File: src/hw/rtl/lge_pkg.sv
package lge_pkg;

	// fixed widths of the row and configuration words
	localparam int ROW_W         = 64;
	localparam int GW_W          = 7;
	localparam int MAX_WIDTH_DEF = 64;

	// neighbor count per cell and B3/S23 rule
	localparam int NBR_N = 8;
	localparam int CNT_W = 4;
	localparam logic [CNT_W-1:0] BIRTH_CNT   = CNT_W'(3);
	localparam logic [CNT_W-1:0] SURVIVE_CNT = CNT_W'(2);

	localparam logic [GW_W-1:0] GRID_WIDTH_RST = GW_W'(64);

	// side flags that travel with each result word
	typedef struct packed {
		logic last_in_run;
		logic frame_end;
	} lge_flags_t;

endpackage

File: src/hw/rtl/lge_lane.sv
module lge_lane (
	input  logic                       self_cell,
	input  logic [lge_pkg::NBR_N-1:0]  nbrs,
	output logic                       alive
);
	import lge_pkg::*;

	logic [CNT_W-1:0] cnt;

	// count live neighbors
	always_comb begin
		cnt = '0;
		for (int i = 0; i < NBR_N; i++) begin
			cnt = cnt + CNT_W'(nbrs[i]);
		end
	end

	// born on three, survives on two or three
	assign alive = (cnt == BIRTH_CNT) || (self_cell && (cnt == SURVIVE_CNT));

endmodule

File: src/hw/rtl/lge_row_array.sv
module lge_row_array #(
	parameter int LANES = lge_pkg::MAX_WIDTH_DEF
) (
	input  logic [LANES-1:0] up_row,
	input  logic [LANES-1:0] mid_row,
	input  logic [LANES-1:0] down_row,
	input  logic [LANES-1:0] col_mask,
	output logic [LANES-1:0] next_row
);
	import lge_pkg::*;

	// dead columns on both edges of the grid
	logic [LANES+1:0] up_p;
	logic [LANES+1:0] mid_p;
	logic [LANES+1:0] down_p;
	logic [LANES-1:0] lane_alive;

	assign up_p   = {1'b0, up_row, 1'b0};
	assign mid_p  = {1'b0, mid_row, 1'b0};
	assign down_p = {1'b0, down_row, 1'b0};

	// one lane per column
	for (genvar c = 0; c < LANES; c++) begin : g_lane
		logic [NBR_N-1:0] nbrs;

		assign nbrs = {up_p[c], up_p[c+1], up_p[c+2],
			mid_p[c], mid_p[c+2],
			down_p[c], down_p[c+1], down_p[c+2]};

		lge_lane u_lane (
			.self_cell (mid_p[c+1]),
			.nbrs      (nbrs),
			.alive     (lane_alive[c])
		);
	end

	// merge lanes into the result row, unused columns dead
	assign next_row = lane_alive & col_mask;

endmodule

File: src/hw/rtl/life_generation_row_engine_unit.sv
// A row's result word is computed when the row below it is accepted and is registered in the output
// register (or the skid stage); the bottom row's own result follows from the tail state.
// Throughput: one row per cycle while row_stall is low; the row flagged last_row holds the input
// in the tail state for its second result word (its two result words share one lane array).
// Reset (arst_n low, asynchronous): frame state cleared, output empty, grid_width = 64.
module life_generation_row_engine_unit #(
	parameter int MAX_WIDTH = lge_pkg::MAX_WIDTH_DEF
) (
	input  logic                        clk,
	input  logic                        arst_n,
	// configuration
	input  logic                        cfg_we,
	input  logic [lge_pkg::GW_W-1:0]    cfg_data,
	// row input channel
	input  logic                        row_valid,
	output logic                        row_stall,
	input  logic [lge_pkg::ROW_W-1:0]   row_cells,
	input  logic                        last_row,
	// result channel
	output logic                        next_valid,
	input  logic                        next_stall,
	output logic [lge_pkg::ROW_W-1:0]   next_cells,
	output logic                        last_in_run,
	output logic                        frame_end
);
	import lge_pkg::*;

	logic [GW_W-1:0]      grid_width_q;
	logic [MAX_WIDTH-1:0] col_mask;

	logic                 held_q;
	logic                 tail_q;
	logic [MAX_WIDTH-1:0] above_q;
	logic [MAX_WIDTH-1:0] middle_q;

	logic [MAX_WIDTH-1:0] row_m;
	logic [MAX_WIDTH-1:0] calc_row;
	logic                 accept;
	logic                 tail_fire;
	logic                 push;
	lge_flags_t           push_flags;

	logic                 out_valid_q;
	logic [MAX_WIDTH-1:0] out_cells_q;
	lge_flags_t           out_flags_q;
	logic                 skid_valid_q;
	logic [MAX_WIDTH-1:0] skid_cells_q;
	lge_flags_t           skid_flags_q;
	logic                 out_take;

	// width register
	always_ff @(posedge clk or negedge arst_n) begin
		if (!arst_n) begin
			grid_width_q <= GRID_WIDTH_RST;
		end else if (cfg_we) begin
			grid_width_q <= cfg_data;
		end
	end

	// column mask: columns at or past grid_width are dead
	for (genvar c = 0; c < MAX_WIDTH; c++) begin : g_mask
		assign col_mask[c] = (grid_width_q > GW_W'(c));
	end

	assign row_m = row_cells[MAX_WIDTH-1:0] & col_mask;

	// handshake
	assign row_stall = tail_q || skid_valid_q;
	assign accept    = row_valid && !row_stall;
	assign tail_fire = tail_q && !skid_valid_q;
	assign push      = tail_fire || (accept && held_q);

	always_comb begin
		if (tail_q) begin
			push_flags.last_in_run = 1'b1;
			push_flags.frame_end   = 1'b1;
		end else begin
			push_flags.last_in_run = !last_row;
			push_flags.frame_end   = 1'b0;
		end
	end

	// lane array: row below is dead on the bottom-row pass
	lge_row_array #(
		.LANES (MAX_WIDTH)
	) u_row_array (
		.up_row   (above_q & col_mask),
		.mid_row  (middle_q & col_mask),
		.down_row (tail_q ? '0 : row_m),
		.col_mask (col_mask),
		.next_row (calc_row)
	);

	// row window
	always_ff @(posedge clk or negedge arst_n) begin
		if (!arst_n) begin
			held_q   <= 1'b0;
			tail_q   <= 1'b0;
			above_q  <= '0;
			middle_q <= '0;
		end else if (tail_fire) begin
			held_q   <= 1'b0;
			tail_q   <= 1'b0;
			above_q  <= '0;
			middle_q <= '0;
		end else if (accept) begin
			held_q   <= 1'b1;
			tail_q   <= last_row;
			above_q  <= middle_q;
			middle_q <= row_m;
		end
	end

	// output register with skid stage
	assign out_take = out_valid_q && !next_stall;

	always_ff @(posedge clk or negedge arst_n) begin
		if (!arst_n) begin
			out_valid_q  <= 1'b0;
			skid_valid_q <= 1'b0;
		end else if (out_take || !out_valid_q) begin
			if (skid_valid_q) begin
				out_valid_q  <= 1'b1;
				skid_valid_q <= 1'b0;
			end else begin
				out_valid_q  <= push;
			end
		end else if (push) begin
			skid_valid_q <= 1'b1;
		end
	end

	always_ff @(posedge clk) begin
		if (out_take || !out_valid_q) begin
			if (skid_valid_q) begin
				out_cells_q <= skid_cells_q;
				out_flags_q <= skid_flags_q;
			end else if (push) begin
				out_cells_q <= calc_row;
				out_flags_q <= push_flags;
			end
		end else if (push) begin
			skid_cells_q <= calc_row;
			skid_flags_q <= push_flags;
		end
	end

	assign next_valid  = out_valid_q;
	assign next_cells  = ROW_W'(out_cells_q);
	assign last_in_run = out_flags_q.last_in_run;
	assign frame_end   = out_flags_q.frame_end;

endmodule

File: config.mk
export PLATFORM = sky130hd
export DESIGN_NAME = life_generation_row_engine_unit
export DESIGN_NICKNAME = d
export VERILOG_FILES = /design/src/hw/rtl/lge_pkg.sv /design/src/hw/rtl/lge_lane.sv /design/src/hw/rtl/lge_row_array.sv /design/src/hw/rtl/life_generation_row_engine_unit.sv
export SDC_FILE = /design/constraint.sdc
export NUM_CORES = 1
export LEC_CHECK = 0
export ABC_AREA = 1
export BUFFER_PORTS_ARGS = -buffer_cell sky130_fd_sc_hd__buf_2
export CAP_MARGIN = 20
export CORE_ASPECT_RATIO = 1.4
export CORE_MARGIN = 5
export CORE_UTILIZATION = 35
export DETAILED_ROUTE_END_ITERATION = 10
export HOLD_SLACK_MARGIN = 0.1
export PLACE_DENSITY_LB_ADDON = 0.3
export SETUP_SLACK_MARGIN = 0.4
export SLEW_MARGIN = 25
export SYNTH_ARGS = -nofsm -noshare
export SYNTH_HDL_FRONTEND = slang
export SYNTH_SLANG_ARGS = --single-unit
File: constraint.sdc
create_clock -name clk -period 4.31 [get_ports clk]
set_clock_uncertainty 0.05 [all_clocks]
set_input_delay 0.2155 -clock clk [delete_from_list [all_inputs] [get_ports clk]]
set_output_delay 0.2155 -clock clk [all_outputs]
set_load 0.03 [all_outputs]
# Yosys cells after proc, flatten, opt, wreduce, memory -nomap -nowiden
# Index checks and enable logic that the tools add are counted.
# Widths: inputs -> output; s select.
[word_totals]
wordCells = 813
out_inout_bits = 68
inputBits = 77
reg_bits = 271
[classes]
magnitude_cmp = 64
n_mux = 17
add_sub_neg = 441
bitwise_logic = 5
n_eq_ne = 128
reduce_logical = 145
[ops]
columns = ["op", "count"]
rows = [
  ["$add 4x1->4", 252],
  ["$eq 4x2->1 const B", 128],
  ["$mux 64", 7],
  ["$and 64x64->64", 4],
  ["$add 3x1->4", 63],
  ["$gt 7x6->1 const B", 32],
  ["$add 2x1->3", 63],
  ["$add 1x1->2", 63],
  ["$gt 7x5->1 const B", 16],
  ["$logic_and 1x1->1", 68],
  ["$logic_or 1x1->1", 67],
  ["$gt 7x4->1 const B", 8],
  ["$gt 7x3->1 const B", 4],
  ["$gt 7x1->1 const B", 2],
  ["$gt 7x2->1 const B", 2],
  ["$mux 1", 7],
  ["$mux 2", 3],
  ["$reduce_bool 2->1", 3],
  ["$logic_not 1->1", 5],
  ["$reduce_and 2->1", 2],
  ["$not 1->1", 1],
]

# Depth between registers and ports, before layout
# Gate-level depths: netlist (run 1).
[depth]
ltp_word = 16
mapped_depth = 25

# Hierarchy
# From an unflattened synthesis (run 1), not the netlist that was laid out.
[unflattened]
cells_unflattened = 2928
area_unflattened_um2 = 23986.8
[by_module_without_submodules]
columns = ["module", "area_per_inst_um2", "instances", "cells_per_inst"]
rows = [
  ["life_generation_row_engine_unit", 12131.6, 1, 1391],
  ["lge_lane", 177.7, 64, 22],
  ["lge_row_array", 484.2, 1, 129],
]

# Worst setup path before layout (run 1)
# No wires, ideal clock.
[synth_timing]
path_type = "register -> register"
start = "register grid_width_q[6]"
end = "register out_cells_q[48] (netlist: next_cells[48]) (data pin)"
t_arrival_ns = 4.088
t_required_ns = 4.007
path_buffers = 2
stages_incl_launch_ff = 24
slack_ns = -0.081
synth_period_minus_slack_ns = 4.391
cell_sequence = "dfstp_2 > buf_4 > inv_1 > buf_4 > nand2_1 > inv_2 > a21oi_1 > nand2_1 > nor2_1 > inv_1 > fa_1 > inv_1 > fa_1 > inv_1 > fa_1 > inv_1 > ha_1 > fa_1 > o21ai_0 > nor2_1 > nand2_1 > nor2_1 > nand2_1 > nand2_1"
[synth_via]
elab_chain_len = 16
elab_cells_between_ends = 21
cone_classes = "add/sub: 7; order compare: 3; eq/ne: 2; mux: 3; bitwise: 4; reduce/logical: 2"
[synth_lines]
columns = ["item", "line", "source"]
rows = [
  ["start, declared", "life_generation_row_engine_unit.sv:28", "logic [GW_W-1:0] grid_width_q;"],
  ["start signal, assigned", "life_generation_row_engine_unit.sv:56", "grid_width_q <= cfg_data;"],
  ["$gt 7x6->1", "life_generation_row_engine_unit.sv:62", "assign col_mask[c] = (grid_width_q > GW_W'(c));"],
  ["$and 64x64->64", "life_generation_row_engine_unit.sv:65", "assign row_m = row_cells[MAX_WIDTH-1:0] & col_mask;"],
  ["$mux 64", "life_generation_row_engine_unit.sv:89", ".down_row (tail_q ? '0 : row_m),"],
  ["$add 1x1->2", "lge_lane.sv:14", "cnt = cnt + CNT_W'(nbrs[i]);"],
  ["$add 2x1->3", "lge_lane.sv:14", ""],
  ["$add 3x1->4", "lge_lane.sv:14", ""],
  ["$add 4x1->4 (4 in series)", "lge_lane.sv:14", ""],
  ["$eq 4x2->1", "lge_lane.sv:19", "assign alive = (cnt == BIRTH_CNT) || (self_cell && (cnt == SURVIVE_CNT));"],
  ["$logic_and 1x1->1", "lge_lane.sv:19", ""],
  ["$logic_or 1x1->1", "lge_lane.sv:19", ""],
  ["$and 64x64->64 *", "lge_row_array.sv:38", "assign next_row = lane_alive & col_mask;"],
  ["named net calc_row[48]", "life_generation_row_engine_unit.sv:37", "logic [MAX_WIDTH-1:0] calc_row;"],
  ["$mux 64 *", "life_generation_row_engine_unit.sv:138", "end else if (push) begin"],
  ["$mux 64 *", "life_generation_row_engine_unit.sv:135", "if (skid_valid_q) begin"],
  ["end signal, assigned", "life_generation_row_engine_unit.sv:136", "out_cells_q <= skid_cells_q;"],
  ["end signal, assigned", "life_generation_row_engine_unit.sv:139", "out_cells_q <= calc_row;"],
  ["end, declared", "life_generation_row_engine_unit.sv:44", "logic [MAX_WIDTH-1:0] out_cells_q;"],
]
# Mark *: on every way through the listed nets, which the timed path passes. The rest lies on a longest branch. The select of a mux whose other input is x is not followed.
# A chain may end at the register's enable or synchronous reset.

# Worst setup path in the final report (run 1)
[layout_timing]
start = "register grid_width_q[6]"
end = "register middle_q[22]"
[layout_via]
elab_chain_len = 4
[layout_lines]
columns = ["item", "line", "source"]
rows = [
  ["$gt 7x5->1", "life_generation_row_engine_unit.sv:62", ""],
  ["$and 64x64->64", "life_generation_row_engine_unit.sv:65", ""],
  ["$mux 64", "life_generation_row_engine_unit.sv:106", "end else if (accept) begin"],
  ["$mux 64", "life_generation_row_engine_unit.sv:101", "end else if (tail_fire) begin"],
  ["end signal, assigned", "life_generation_row_engine_unit.sv:110", "middle_q <= row_m;"],
  ["end, declared", "life_generation_row_engine_unit.sv:34", "logic [MAX_WIDTH-1:0] middle_q;"],
]
# Every way passes these cells. The select of a mux whose other input is x is not followed.

==> Implementation_results.wiki, run 1 <==
{| class="wikitable"
! Metric !! Value
|-
| Outcome || finished with violations
|-
| Failing checks || negative setup slack
|-
| Setup TNS || -5.36 ns
|-
| Worst setup slack after layout || -0.300 ns
|-
| Number of buffers inserted during clock tree synthesis || 34
|-
| Die extent in y || 314 um
|-
| Sequential area share after synthesis || 0.322
|-
| Syn_nets || 3212
|-
| Synth cell types || 38
|-
| Sw frac || 0.457
|-
| Cell family contributing the most delay on the critical path || buffers and inverters
|-
| Port buffer count || 144
|-
| Ratio of cells with drive above 1 in the final layout || 0.329
|-
| Number of placed instances with taps included || 3935
|-
| Area of the mapped netlist || 23100 um2
|-
| Count of routing violations after the opening detailed-route iteration || 857
|-
| Req. time, crit path || 4.72 ns
|-
| Number of iterations in the first detailed-routing pass || 7
|-
| Worst path arrival time || 5.02 ns
|-
| Vias in the first global route || 20500
|-
| Flip-flop cell with the highest count after synthesis || sky130_fd_sc_hd__dfrtp_1
|-
| Hold crit path type || input port to flop
|-
| Leak pwr || 16.7 nW
|-
| Wire length of the first global-routing pass || 108000 um
|-
| Count of pins on the block boundary || 145
|-
| Synthesis Warnings || 0
|-
| Most common library cells after synthesis || sky130_fd_sc_hd__inv_1, sky130_fd_sc_hd__nand2_1, sky130_fd_sc_hd__nor2_1
|-
| Number of clock sinks || 271
|-
| Net switching power figure || 9.07 mW
|-
| Number of nets with antenna violations after detailed routing || 0
|-
| Delay contributed by the slowest stage of the critical path || 0.61 ns
|-
| Count of unresolved DRC violations after routing || 0
|-
| Count of max-cap constraint violations || 0
|-
| Power share of the sequential group || 0.221
|-
| Top-area cell type share of the netlist area || 0.218
|-
| Comb pwr share || 0.626
|-
| Cell with the most instances on the worst path || sky130_fd_sc_hd__buf_4
|-
| Floorplan Core Area || 65400 um2
|-
| Vias || 19800
|-
| Clock transition at path regs || 0.07 ns
|-
| Final-stage net count || 3922
|-
| Fraction of synthesis flops using an asynchronous set or reset pin || 0.513
|-
| Floorplan die area || 71300 um2
|-
| Max Fanout on Critical Path || 7
|-
| Worst slew pin tran || 0.918 ns
|-
| Via density || 4.62
|-
| Crit Path Category || flop to flop
|-
| Average cell area after synthesis || 8.56 um2
|-
| EDFF count, synth || 132
|-
| Post-synthesis to final-layout area growth || 41.1%
|-
| Buffering stage count on the worst path with inverters included || 28
|-
| Width of the die || 227 um
|-
| Synthesized flop and latch total || 271
|-
| Main area contributors after synthesis || sky130_fd_sc_hd__fa_1, sky130_fd_sc_hd__edfxtp_1, sky130_fd_sc_hd__dfrtp_1, sky130_fd_sc_hd__inv_1, sky130_fd_sc_hd__ha_1
|-
| Share of power burned in the clock network || 0.153
|-
| Global route overflow || 0
|-
| Largest area contributor in the netlist || sky130_fd_sc_hd__fa_1
|-
| Effective utilization at floorplan || 0.353
|-
| Highest-delay cell along the critical path || sky130_fd_sc_hd__dfstp_2
|-
| Clock root buffer || sky130_fd_sc_hd__clkbuf_16
|-
| Total non-filler cell area in the finished layout || 32600 um2
|-
| CP Capture Type || flop
|-
| Drt total wl || 69100 um
|-
| Final standard cell utilization of the core || 0.498
|-
| Fin crit period || 4.61 ns
|-
| Largest net degree at the start of global routing || 140
|-
| Max-Slew Margin vs Limit || 0.388
|-
| GPL Wtd Cong || 0.852
|-
| Fmax || 217 MHz
|-
| Final count of hold timing violations || 0
|-
| Max VDD drop || 0.370 mV
|-
| Final count of negative-setup-slack endpoints || 70
|-
| Period utilization || 1.07
|-
| Placed wire-length estimate after detailed placement || 49700 um
|-
| Gate count after technology mapping || 2695
|-
| Level count of the clock H-tree || 2
|-
| Crit start category || flop
|-
| Antenna violations before repair || 3
|-
| Row cnt || 111
|-
| Routed wire per std cell || 16.1 um
|-
| Setup repair after global routing missed its margin || true
|-
| Clk Latency, worst-skew pair || 0.55 ns
|-
| Clock tree from TritonCTS || yes
|-
| Maximum count of clock buffers along a single path || 3
|-
| Placed instance area || 27300 um2
|-
| Min Hold Slack || 0.124 ns
|-
| Internal cell power || 10.8 mW
|-
| Number of non-filler instances in the completed layout || 4279
|-
| Most frequent cell after synthesis || sky130_fd_sc_hd__inv_1
|-
| PD cells || 610 nW/um2
|-
| Final slew viol count || 0
|-
| Global Route Usage Sum || 0.192
|}
-- final timing paths --
path	endpoint	start	slack [ns]	cells after the start
setup / recovery	middle_q[22]	grid_width_q[6]	-0.30	33
hold / removal	middle_q[43]	row_cells[43]	0.12	5
setup reg to reg	middle_q[22]	grid_width_q[6]	-0.30	33
hold reg to reg	above_q[61]	above_q[61]	0.43	2
max in group asynchronous	tail_q	arst_n	3.14	3
min in group asynchronous	middle_q[54]	arst_n	0.29	3
-- area by class of cell --
| cell class | instances | area (um2) |
|---|---|---|
| timing repair buffer | 728 | 5630 |
| tap | 847 | 1060 |
| inverter | 677 | 2600 |
| fill | 6042 | 32900 |
| clock inverter | 15 | 138 |
| clock buffer | 47 | 1010 |
| sequential | 271 | 7450 |
| antenna | 1 | 2.50 |
| multi-input combinational | 1693 | 14700 |
-- cells in the final DEF, fill, tap and decap left out, types with 7 or more instances in the layout --
cell type,count
sky130_fd_sc_hd__inv_1,572
sky130_fd_sc_hd__nand2_1,504
sky130_fd_sc_hd__buf_4,443
sky130_fd_sc_hd__fa_1,230
sky130_fd_sc_hd__nor2_1,201
sky130_fd_sc_hd__buf_2,143
sky130_fd_sc_hd__ha_1,141
sky130_fd_sc_hd__dfrtp_1,132
sky130_fd_sc_hd__edfxtp_1,132
sky130_fd_sc_hd__inv_2,93
sky130_fd_sc_hd__o21ai_0,84
sky130_fd_sc_hd__dlygate4sd3_1,84
sky130_fd_sc_hd__o21ai_1,61
sky130_fd_sc_hd__o22ai_1,56
sky130_fd_sc_hd__buf_6,47
sky130_fd_sc_hd__nand3_1,46
sky130_fd_sc_hd__nand2_2,44
sky130_fd_sc_hd__nor2_4,41
sky130_fd_sc_hd__clkbuf_16,37
sky130_fd_sc_hd__nor2_2,36
sky130_fd_sc_hd__nand2_4,33
sky130_fd_sc_hd__ha_2,33
sky130_fd_sc_hd__fa_2,21
sky130_fd_sc_hd__o21ai_4,20
sky130_fd_sc_hd__o21ai_2,17
sky130_fd_sc_hd__nand3_2,16
sky130_fd_sc_hd__ha_4,15
sky130_fd_sc_hd__nand3_4,14
sky130_fd_sc_hd__nand2_8,12
sky130_fd_sc_hd__a21oi_1,11
sky130_fd_sc_hd__nand4_1,10
sky130_fd_sc_hd__buf_12,10
sky130_fd_sc_hd__inv_4,7
sky130_fd_sc_hd__nand3b_1,7
-- sequential cells by signal, summed over array words and instances (netlist names) --
| signal | flops |
|---|---|
| above_q | 64 |
| next_valid | 1 |
| skid_cells_q | 64 |
| skid_flags_q | 2 |
| middle_q | 64 |
| next_cells | 64 |
| frame_end | 1 |
| held_q | 1 |
| last_in_run | 1 |
| tail_q | 1 |
| grid_width_q | 7 |
| skid_valid_q | 1 |
-- tightest hold or removal path, cell delays in order --
cell	delay (ns)
sky130_fd_sc_hd__buf_2	0.15
sky130_fd_sc_hd__nand2_4	0.08
sky130_fd_sc_hd__buf_4	0.10
sky130_fd_sc_hd__buf_4	0.09
sky130_fd_sc_hd__o22ai_1	0.06
-- metal layers --
| layer | wire (um) | GRT usage | vias up |
|---|---|---|---|
| met1 | 27800 | 0.234 | 9624 |
| met2 | 36700 | 0.351 | 357 |
| met4 | 2040 | 0.0578 | 2 |
| met3 | 2600 | 0.0241 | 115 |
| li1 | - | - | 9677 |
| met5 | 13 | 0 | - |
-- timing repair --
action,CTS,global route
hold buffers,84,0
setup endpoints to repair,124,128
gates resized for setup,229,310
pin swaps,89,170
buffers inserted,130,67
endpoints found under the hold margin,210,0
-- cells by family (layout without fill, tap and decap cells) --
kind of cell,Yosys count,count (layout),synth area share
other,0,1,0
DFF,271,271,0.322
buffers and inverters,731,1467,0.121
adders and majority gates,440,440,0.320
and+or+nand+nor,978,978,0.170
AOI/OAI and AO/OA,275,275,0.0668
-- per-stage QoR --
stage	power (mW)	worst slack, ns
floorplan	11.9	0.139
global placement	15.1	-0.400
detailed placement	15.4	-0.442
CTS	19.1	-0.151
global route	22.0	-0.402
finish	19.8	-0.300
-- power groups by stage --
stage                     clock network (mW)  registers (mW)  logic [mW]
after global routing                    3.21            4.48        14.3
after detailed placement                   0            4.42        10.9
final                                   3.04            4.39        12.4
after global placement                     0            4.42        10.7
after CTS                               3.13            4.39        11.6
after floorplan                            0            4.95        6.99
Note: power is estimated with default switching activity, not from simulation.
==> inputs of run 2 (changes only) <==
--- a/config.mk
+++ b/config.mk
@@ -5,12 +5,11 @@
 export SDC_FILE = /design/constraint.sdc
 export NUM_CORES = 1
 export LEC_CHECK = 0
-export ABC_AREA = 1
 export BUFFER_PORTS_ARGS = -buffer_cell sky130_fd_sc_hd__buf_2
 export CAP_MARGIN = 20
 export CORE_ASPECT_RATIO = 1.4
 export CORE_MARGIN = 5
-export CORE_UTILIZATION = 35
+export CORE_UTILIZATION = 46
 export DETAILED_ROUTE_END_ITERATION = 10
 export HOLD_SLACK_MARGIN = 0.1
 export PLACE_DENSITY_LB_ADDON = 0.3
==> Implementation_results.wiki, run 2 <==
{| class="wikitable"
! Metric !! Value
|-
| CP Capture Type || flop
|-
| Ratio of cells with drive above 1 in the final layout || 0.438
|-
| Vias in the first global route || 21100
|-
| Effective utilization at floorplan || 0.463
|-
| Crit start category || flop
|-
| Main area contributors after synthesis || sky130_fd_sc_hd__fa_1, sky130_fd_sc_hd__edfxtp_1, sky130_fd_sc_hd__dfrtp_1, sky130_fd_sc_hd__ha_1, sky130_fd_sc_hd__inv_1
|-
| Cell family contributing the most delay on the critical path || buffers and inverters
|-
| Count of routing violations after the opening detailed-route iteration || 1121
|-
| Top-area cell type share of the netlist area || 0.222
|-
| Setup repair after global routing missed its margin || true
|-
| Antenna violations before repair || 0
|-
| Largest net degree at the start of global routing || 79
|-
| Gate count after technology mapping || 2221
|-
| Max VDD drop || 0.689 mV
|-
| Final slew viol count || 0
|-
| Max-Slew Margin vs Limit || 0.304
|-
| Commonest non-fill, non-tap cells in the layout || sky130_fd_sc_hd__buf_4, sky130_fd_sc_hd__inv_1, sky130_fd_sc_hd__nand2_1
|-
| Final-stage net count || 3457
|-
| Global Route Usage Sum || 0.253
|-
| Highest-delay cell along the critical path || sky130_fd_sc_hd__dfrtp_2
|-
| Fill cell total of the finished layout || 3447
|-
| Via density || 5.40
|-
| Post-synthesis to final-layout area growth || 45.5%
|-
| Maximum count of clock buffers along a single path || 3
|-
| Syn_nets || 2738
|-
| Floorplan Core Area || 48900 um2
|-
| Width of the die || 198 um
|-
| Number of buffers inserted during clock tree synthesis || 31
|-
| Req. time, crit path || 4.60 ns
|-
| Buffering stage count on the worst path with inverters included || 18
|-
| Fin crit period || 4.62 ns
|-
| Cell with the most instances on the worst path || sky130_fd_sc_hd__buf_4
|-
| Number of clock sinks || 271
|-
| Clock tree from TritonCTS || yes
|-
| Count of max-cap constraint violations || 0
|-
| Outcome || finished with violations
|-
| EDFF count, synth || 132
|-
| Setup TNS || -13.06 ns
|-
| Drt total wl || 71800 um
|-
| Average cell area after synthesis || 10.2 um2
|-
| Number of nets with antenna violations after detailed routing || 0
|-
| Antenna diodes || 0
|-
| Routed wire per std cell || 19.9 um
|-
| Most frequent cell after synthesis || sky130_fd_sc_hd__inv_1
|-
| Level count of the clock H-tree || 1
|-
| Leak pwr || 16.2 nW
|-
| Worst setup slack after layout || -0.307 ns
|-
| Max Fanout on Critical Path || 7
|-
| Clock root buffer || sky130_fd_sc_hd__clkbuf_16
|-
| Worst path arrival time || 4.91 ns
|-
| GPL Wtd Cong || 0.885
|-
| Placed wire-length estimate after detailed placement || 48300 um
|-
| Global route overflow || 0
|-
| Flip-flop cell with the highest count after synthesis || sky130_fd_sc_hd__dfrtp_1
|-
| Final count of negative-setup-slack endpoints || 95
|-
| Most frequent standard cell in the layout excluding fill and tap cells || sky130_fd_sc_hd__buf_4
|-
| Synthesis Warnings || 0
|-
| Period utilization || 1.07
|-
| Synthesized flop and latch total || 271
|-
| Largest area contributor in the netlist || sky130_fd_sc_hd__fa_1
|-
| Hold crit path type || input port to asynchronous set/reset pin
|-
| Fmax || 217 MHz
|-
| Row cnt || 96
|-
| Number of iterations in the first detailed-routing pass || 5
|-
| Floorplan die area || 53800 um2
|-
| PD cells || 574 nW/um2
|-
| Sequential area share after synthesis || 0.329
|-
| Delay contributed by the slowest stage of the critical path || 0.45 ns
|-
| Clock transition at path regs || 0.07 ns
|-
| Area of the mapped netlist || 22600 um2
|-
| Wire length of the first global-routing pass || 109000 um
|-
| Clk Latency, worst-skew pair || 0.59 ns
|-
| Crit Path Category || flop to flop
|-
| Most common library cells after synthesis || sky130_fd_sc_hd__inv_1, sky130_fd_sc_hd__nand2_1, sky130_fd_sc_hd__fa_1
|-
| Failing checks || negative setup slack
|-
| Synth cell types || 65
|-
| Final Total Pwr || 18.9 mW
|-
| Fraction of synthesis flops using an asynchronous set or reset pin || 0.513
|-
| Worst slew pin tran || 1.04 ns
|-
| Final count of hold timing violations || 0
|-
| Count of unresolved DRC violations after routing || 0
|-
| Port buffer count || 144
|-
| Count of pins on the block boundary || 145
|-
| Vias || 19500
|-
| Die extent in y || 273 um
|}
==> run 2: through the flow <==
step / setup WS, ns / utilization / cell area, um2 / hold WS [ns] / cells
CTS: -0.248 / 0.635 / 31000 / 0.245 / 3534
finish: -0.307 / 0.674 / 32900 / 0.222 / 3601
global route: -0.404 / 0.674 / 32900 / 0.283 / 3601
global placement: -0.404 / 0.566 / 27700 / 0.295 / 3269
detailed placement: -0.396 / 0.566 / 27700 / 0.305 / 3269
floorplan: -0.0818 / - / 23700 / -0.130 / 2221
==> run 2: worst register-to-register path, cell delays in order (launching register included) <==
cell	delay, ns
sky130_fd_sc_hd__dfrtp_2	0.45
sky130_fd_sc_hd__buf_12	0.16
sky130_fd_sc_hd__and4bb_2	0.26
sky130_fd_sc_hd__a22oi_2	0.27
sky130_fd_sc_hd__nand2_2	0.14
sky130_fd_sc_hd__buf_6	0.13
sky130_fd_sc_hd__buf_4	0.13
sky130_fd_sc_hd__buf_6	0.11
sky130_fd_sc_hd__buf_4	0.12
sky130_fd_sc_hd__buf_4	0.12
sky130_fd_sc_hd__buf_4	0.12
sky130_fd_sc_hd__buf_4	0.12
sky130_fd_sc_hd__buf_4	0.12
sky130_fd_sc_hd__buf_4	0.13
sky130_fd_sc_hd__buf_4	0.12
sky130_fd_sc_hd__buf_4	0.12
sky130_fd_sc_hd__buf_4	0.12
sky130_fd_sc_hd__buf_4	0.12
sky130_fd_sc_hd__buf_4	0.12
sky130_fd_sc_hd__buf_4	0.12
sky130_fd_sc_hd__buf_6	0.11
sky130_fd_sc_hd__nor2_4	0.12
sky130_fd_sc_hd__ha_4	0.16
sky130_fd_sc_hd__fa_2	0.45
sky130_fd_sc_hd__o21ai_4	0.09
sky130_fd_sc_hd__o41ai_2	0.09
sky130_fd_sc_hd__buf_4	0.20
==> run 2: what timing repair did <==
action,4_1_cts,5_1_grt
setup buffers,124,66
cloned,1,1
hold buffers,83,0
pin swaps,87,175
hold endpoints to repair,146,0
resized for setup,154,344
setup endpoints to repair,124,124
==> run 2: where the power goes <==
| part | internal, mW | total, mW | switching (mW) |
|---|---|---|---|
| Combinational | 5.52 | 12.1 | 6.61 |
| Sequential | 3.79 | 4.23 | 0.432 |
| Clock | 1.41 | 2.57 | 1.16 |
==> run 2: routing by layer <==
metal / global-route usage / up-vias / part of all wire
met3: 0.0330 / 197 / 0.046
met1: 0.299 / 9843 / 0.38
met5: 0 / - / 0
met2: 0.455 / 555 / 0.53
met4: 0.121 / 0 / 0.049
li1: - / 8863 / -
==> run 2: cell families after synthesis <==
logic type | after synthesis | synth area share
AND/OR/NAND/NOR | 613 | 0.128
buffers and inverters | 452 | 0.0764
adder cells (fa/ha/maj) | 440 | 0.326
AO/OA/AOI/OAI | 404 | 0.121
flip-flops | 271 | 0.329
multiplexers | 41 | 0.0203
==> run 2: area by class of cell <==
type	count	area, um2	share of cell area
Tap cell	637	797	0.0242
Sequential cell	271	7450	0.226
Inverter	380	1450	0.0440
Timing Repair Buffer	757	6320	0.192
Clock inverter	11	61.3	0.00186
Multi-Input combinational cell	1499	16000	0.485
Clock buffer	46	883	0.0268
==> run 2: final timing paths <==
kind                            cells past startpoint              end             from  slack, ns
worst max-delay path                               26   next_cells[41]  grid_width_q[3]      -0.31
worst min-delay path                                2      above_q[25]           arst_n       0.22
worst max register to register                     26   next_cells[41]  grid_width_q[3]      -0.31
worst min register to register                      1       above_q[0]       above_q[0]       0.45
max in group asynchronous                           3  grid_width_q[6]           arst_n       3.02
min in group clk                                    3     middle_q[60]    row_cells[60]       0.42
==> inputs of run 3 (changes only) <==
--- a/config.mk
+++ b/config.mk
@@ -9,11 +9,12 @@
 export CAP_MARGIN = 20
 export CORE_ASPECT_RATIO = 1.4
 export CORE_MARGIN = 5
-export CORE_UTILIZATION = 46
+export CORE_UTILIZATION = 45
 export DETAILED_ROUTE_END_ITERATION = 10
 export HOLD_SLACK_MARGIN = 0.1
 export PLACE_DENSITY_LB_ADDON = 0.3
 export SETUP_SLACK_MARGIN = 0.4
+export SKIP_CTS_REPAIR_TIMING = 1
 export SLEW_MARGIN = 25
 export SYNTH_ARGS = -nofsm -noshare
 export SYNTH_HDL_FRONTEND = slang
==> Implementation_results.wiki, run 3 (synthesized netlist as in run 2, its figures left out) <==
{| class="wikitable"
! Metric !! Value
|-
| Req. time, crit path || 4.59 ns
|-
| Fmax || 214 MHz
|-
| Number of iterations in the first detailed-routing pass || 6
|-
| Wire length of the first global-routing pass || 103000 um
|-
| Number of buffers inserted during clock tree synthesis || 31
|-
| Setup repair after global routing missed its margin || true
|-
| Vias || 18800
|-
| Leak pwr || 15.7 nW
|-
| Count of pins on the block boundary || 145
|-
| Final count of negative-setup-slack endpoints || 106
|-
| Row cnt || 97
|-
| Worst slew pin tran || 1.09 ns
|-
| Period utilization || 1.08
|-
| Crit start category || flop
|-
| Fin crit period || 4.66 ns
|-
| Post-synthesis to final-layout area growth || 41.5%
|-
| Count of max-cap constraint violations || 0
|-
| Total non-filler cell area in the finished layout || 32000 um2
|-
| Final standard cell utilization of the core || 0.641
|-
| Min Hold Slack || 0.0860 ns
|-
| Port buffer count || 144
|-
| Max VDD drop || 0.777 mV
|-
| Hold crit path type || input port to flop
|-
| Floorplan die area || 55000 um2
|-
| Worst setup slack after layout || -0.354 ns
|-
| PD cells || 583 nW/um2
|-
| GPL Wtd Cong || 0.924
|-
| Final slew viol count || 0
|-
| Number of clock sinks || 271
|-
| Clock transition at path regs || 0.06 ns
|-
| Ratio of cells with drive above 1 in the final layout || 0.419
|-
| Worst setup path startpoint || grid_width_q[6]
|-
| Clk Latency, worst-skew pair || 0.58 ns
|-
| Outcome || finished with violations
|-
| Placed instance area || 27500 um2
|-
| Startpoint of the worst hold path || row_cells[20]
|-
| Width of the die || 200 um
|-
| Final-stage net count || 3339
|-
| Setup TNS || -16.69 ns
|-
| Via density || 5.40
|-
| Count of routing violations after the opening detailed-route iteration || 971
|-
| Antenna violations before repair || 0
|-
| Fill cell total of the finished layout || 3827
|-
| Worst path arrival time || 4.94 ns
|-
| Max-Slew Margin vs Limit || 0.273
|-
| Global route overflow || 0
|-
| Clock tree from TritonCTS || yes
|-
| Placed wire-length estimate after detailed placement || 48700 um
|-
| Number of nets with antenna violations after detailed routing || 0
|-
| Global Route Usage Sum || 0.236
|-
| Most frequent standard cell in the layout excluding fill and tap cells || sky130_fd_sc_hd__buf_4
|-
| Die extent in y || 275 um
|-
| Max Fanout on Critical Path || 5
|-
| Multi-input combinational cell area || 15900 um2
|-
| Effective utilization at floorplan || 0.453
|-
| Number of non-filler instances in the completed layout || 3490
|-
| Largest net degree at the start of global routing || 93
|-
| Floorplan Core Area || 50000 um2
|-
| Level count of the clock H-tree || 1
|-
| Commonest non-fill, non-tap cells in the layout || sky130_fd_sc_hd__buf_4, sky130_fd_sc_hd__inv_1, sky130_fd_sc_hd__nand2_1
|-
| Combined flip-flop and latch cell area || 7460 um2
|-
| Worst r2r src || grid_width_q[6]
|-
| Final count of hold timing violations || 0
|-
| CP Capture Type || flop
|-
| Number of placed instances with taps included || 3245
|-
| Maximum count of clock buffers along a single path || 3
|-
| Drt total wl || 68700 um
|-
| Vias in the first global route || 19600
|-
| Crit Path Category || flop to flop
|-
| Routed wire per std cell || 19.7 um
|-
| Count of unresolved DRC violations after routing || 0
|-
| Failing checks || negative setup slack
|-
| Clock root buffer || sky130_fd_sc_hd__clkbuf_16
|}
## run 3: power breakdown
group | switching (mW) | internal [mW] | total (mW)
Clock | 1.18 | 1.81 | 2.99
Combinational | 6.28 | 5.15 | 11.4
Sequential | 0.478 | 3.79 | 4.27
## run 3: final timing paths
path                                    to  slack [ns]  cells after the start
min in group asynchronous     middle_q[23]        0.28                      2
setup reg to reg            next_cells[54]       -0.35                     18
hold reg to reg                above_q[55]        0.46                      1
max in group asynchronous  grid_width_q[6]        3.06                      3
setup / recovery            next_cells[54]       -0.35                     18
hold / removal                middle_q[20]        0.09                      5
## run 3: layout make-up
class                   instances  share of cell area
multi-input cells            1498               0.497
flip-flops and latches        271               0.233
repair buffers                640               0.165
inverters                     380              0.0455
well taps                     643              0.0251
clock buffers                  34              0.0249
clock inverters                23              0.0103
diodes                          1           0.0000781
## run 3: worst max-delay path: stages, from the launching register on
cell	delay [ns]
sky130_fd_sc_hd__dfstp_4	0.51
sky130_fd_sc_hd__buf_12	0.16
sky130_fd_sc_hd__nand4bb_4	0.25
sky130_fd_sc_hd__buf_6	0.18
sky130_fd_sc_hd__o21ai_4	0.17
sky130_fd_sc_hd__nand2_2	0.07
sky130_fd_sc_hd__or2_4	0.24
sky130_fd_sc_hd__fa_1	0.55
sky130_fd_sc_hd__inv_2	0.04
sky130_fd_sc_hd__fa_1	0.49
sky130_fd_sc_hd__inv_1	0.05
sky130_fd_sc_hd__fa_1	0.48
sky130_fd_sc_hd__inv_1	0.05
sky130_fd_sc_hd__ha_2	0.17
sky130_fd_sc_hd__fa_2	0.34
sky130_fd_sc_hd__nand3b_1	0.10
sky130_fd_sc_hd__o22ai_1	0.09
sky130_fd_sc_hd__o2111a_1	0.16
sky130_fd_sc_hd__mux2_2	0.26
## run 3: stage by stage
step,power [mW],setup WS [ns]
4_1_cts,17.0,-0.551
3_3_place_gp,13.4,-0.472
6_report,18.7,-0.354
3_5_place_dp,13.9,-0.524
5_1_grt,20.3,-0.478
2_1_floorplan,10.7,-0.0818
## run 3: layer usage
layer / up-vias / global-route usage / routed length, um
met5: - / 0 / 0
met4: 0 / 0.0908 / 3160
met3: 177 / 0.0253 / 3130
met2: 510 / 0.433 / 36400
met1: 9542 / 0.283 / 26000
li1: 8617 / - / -
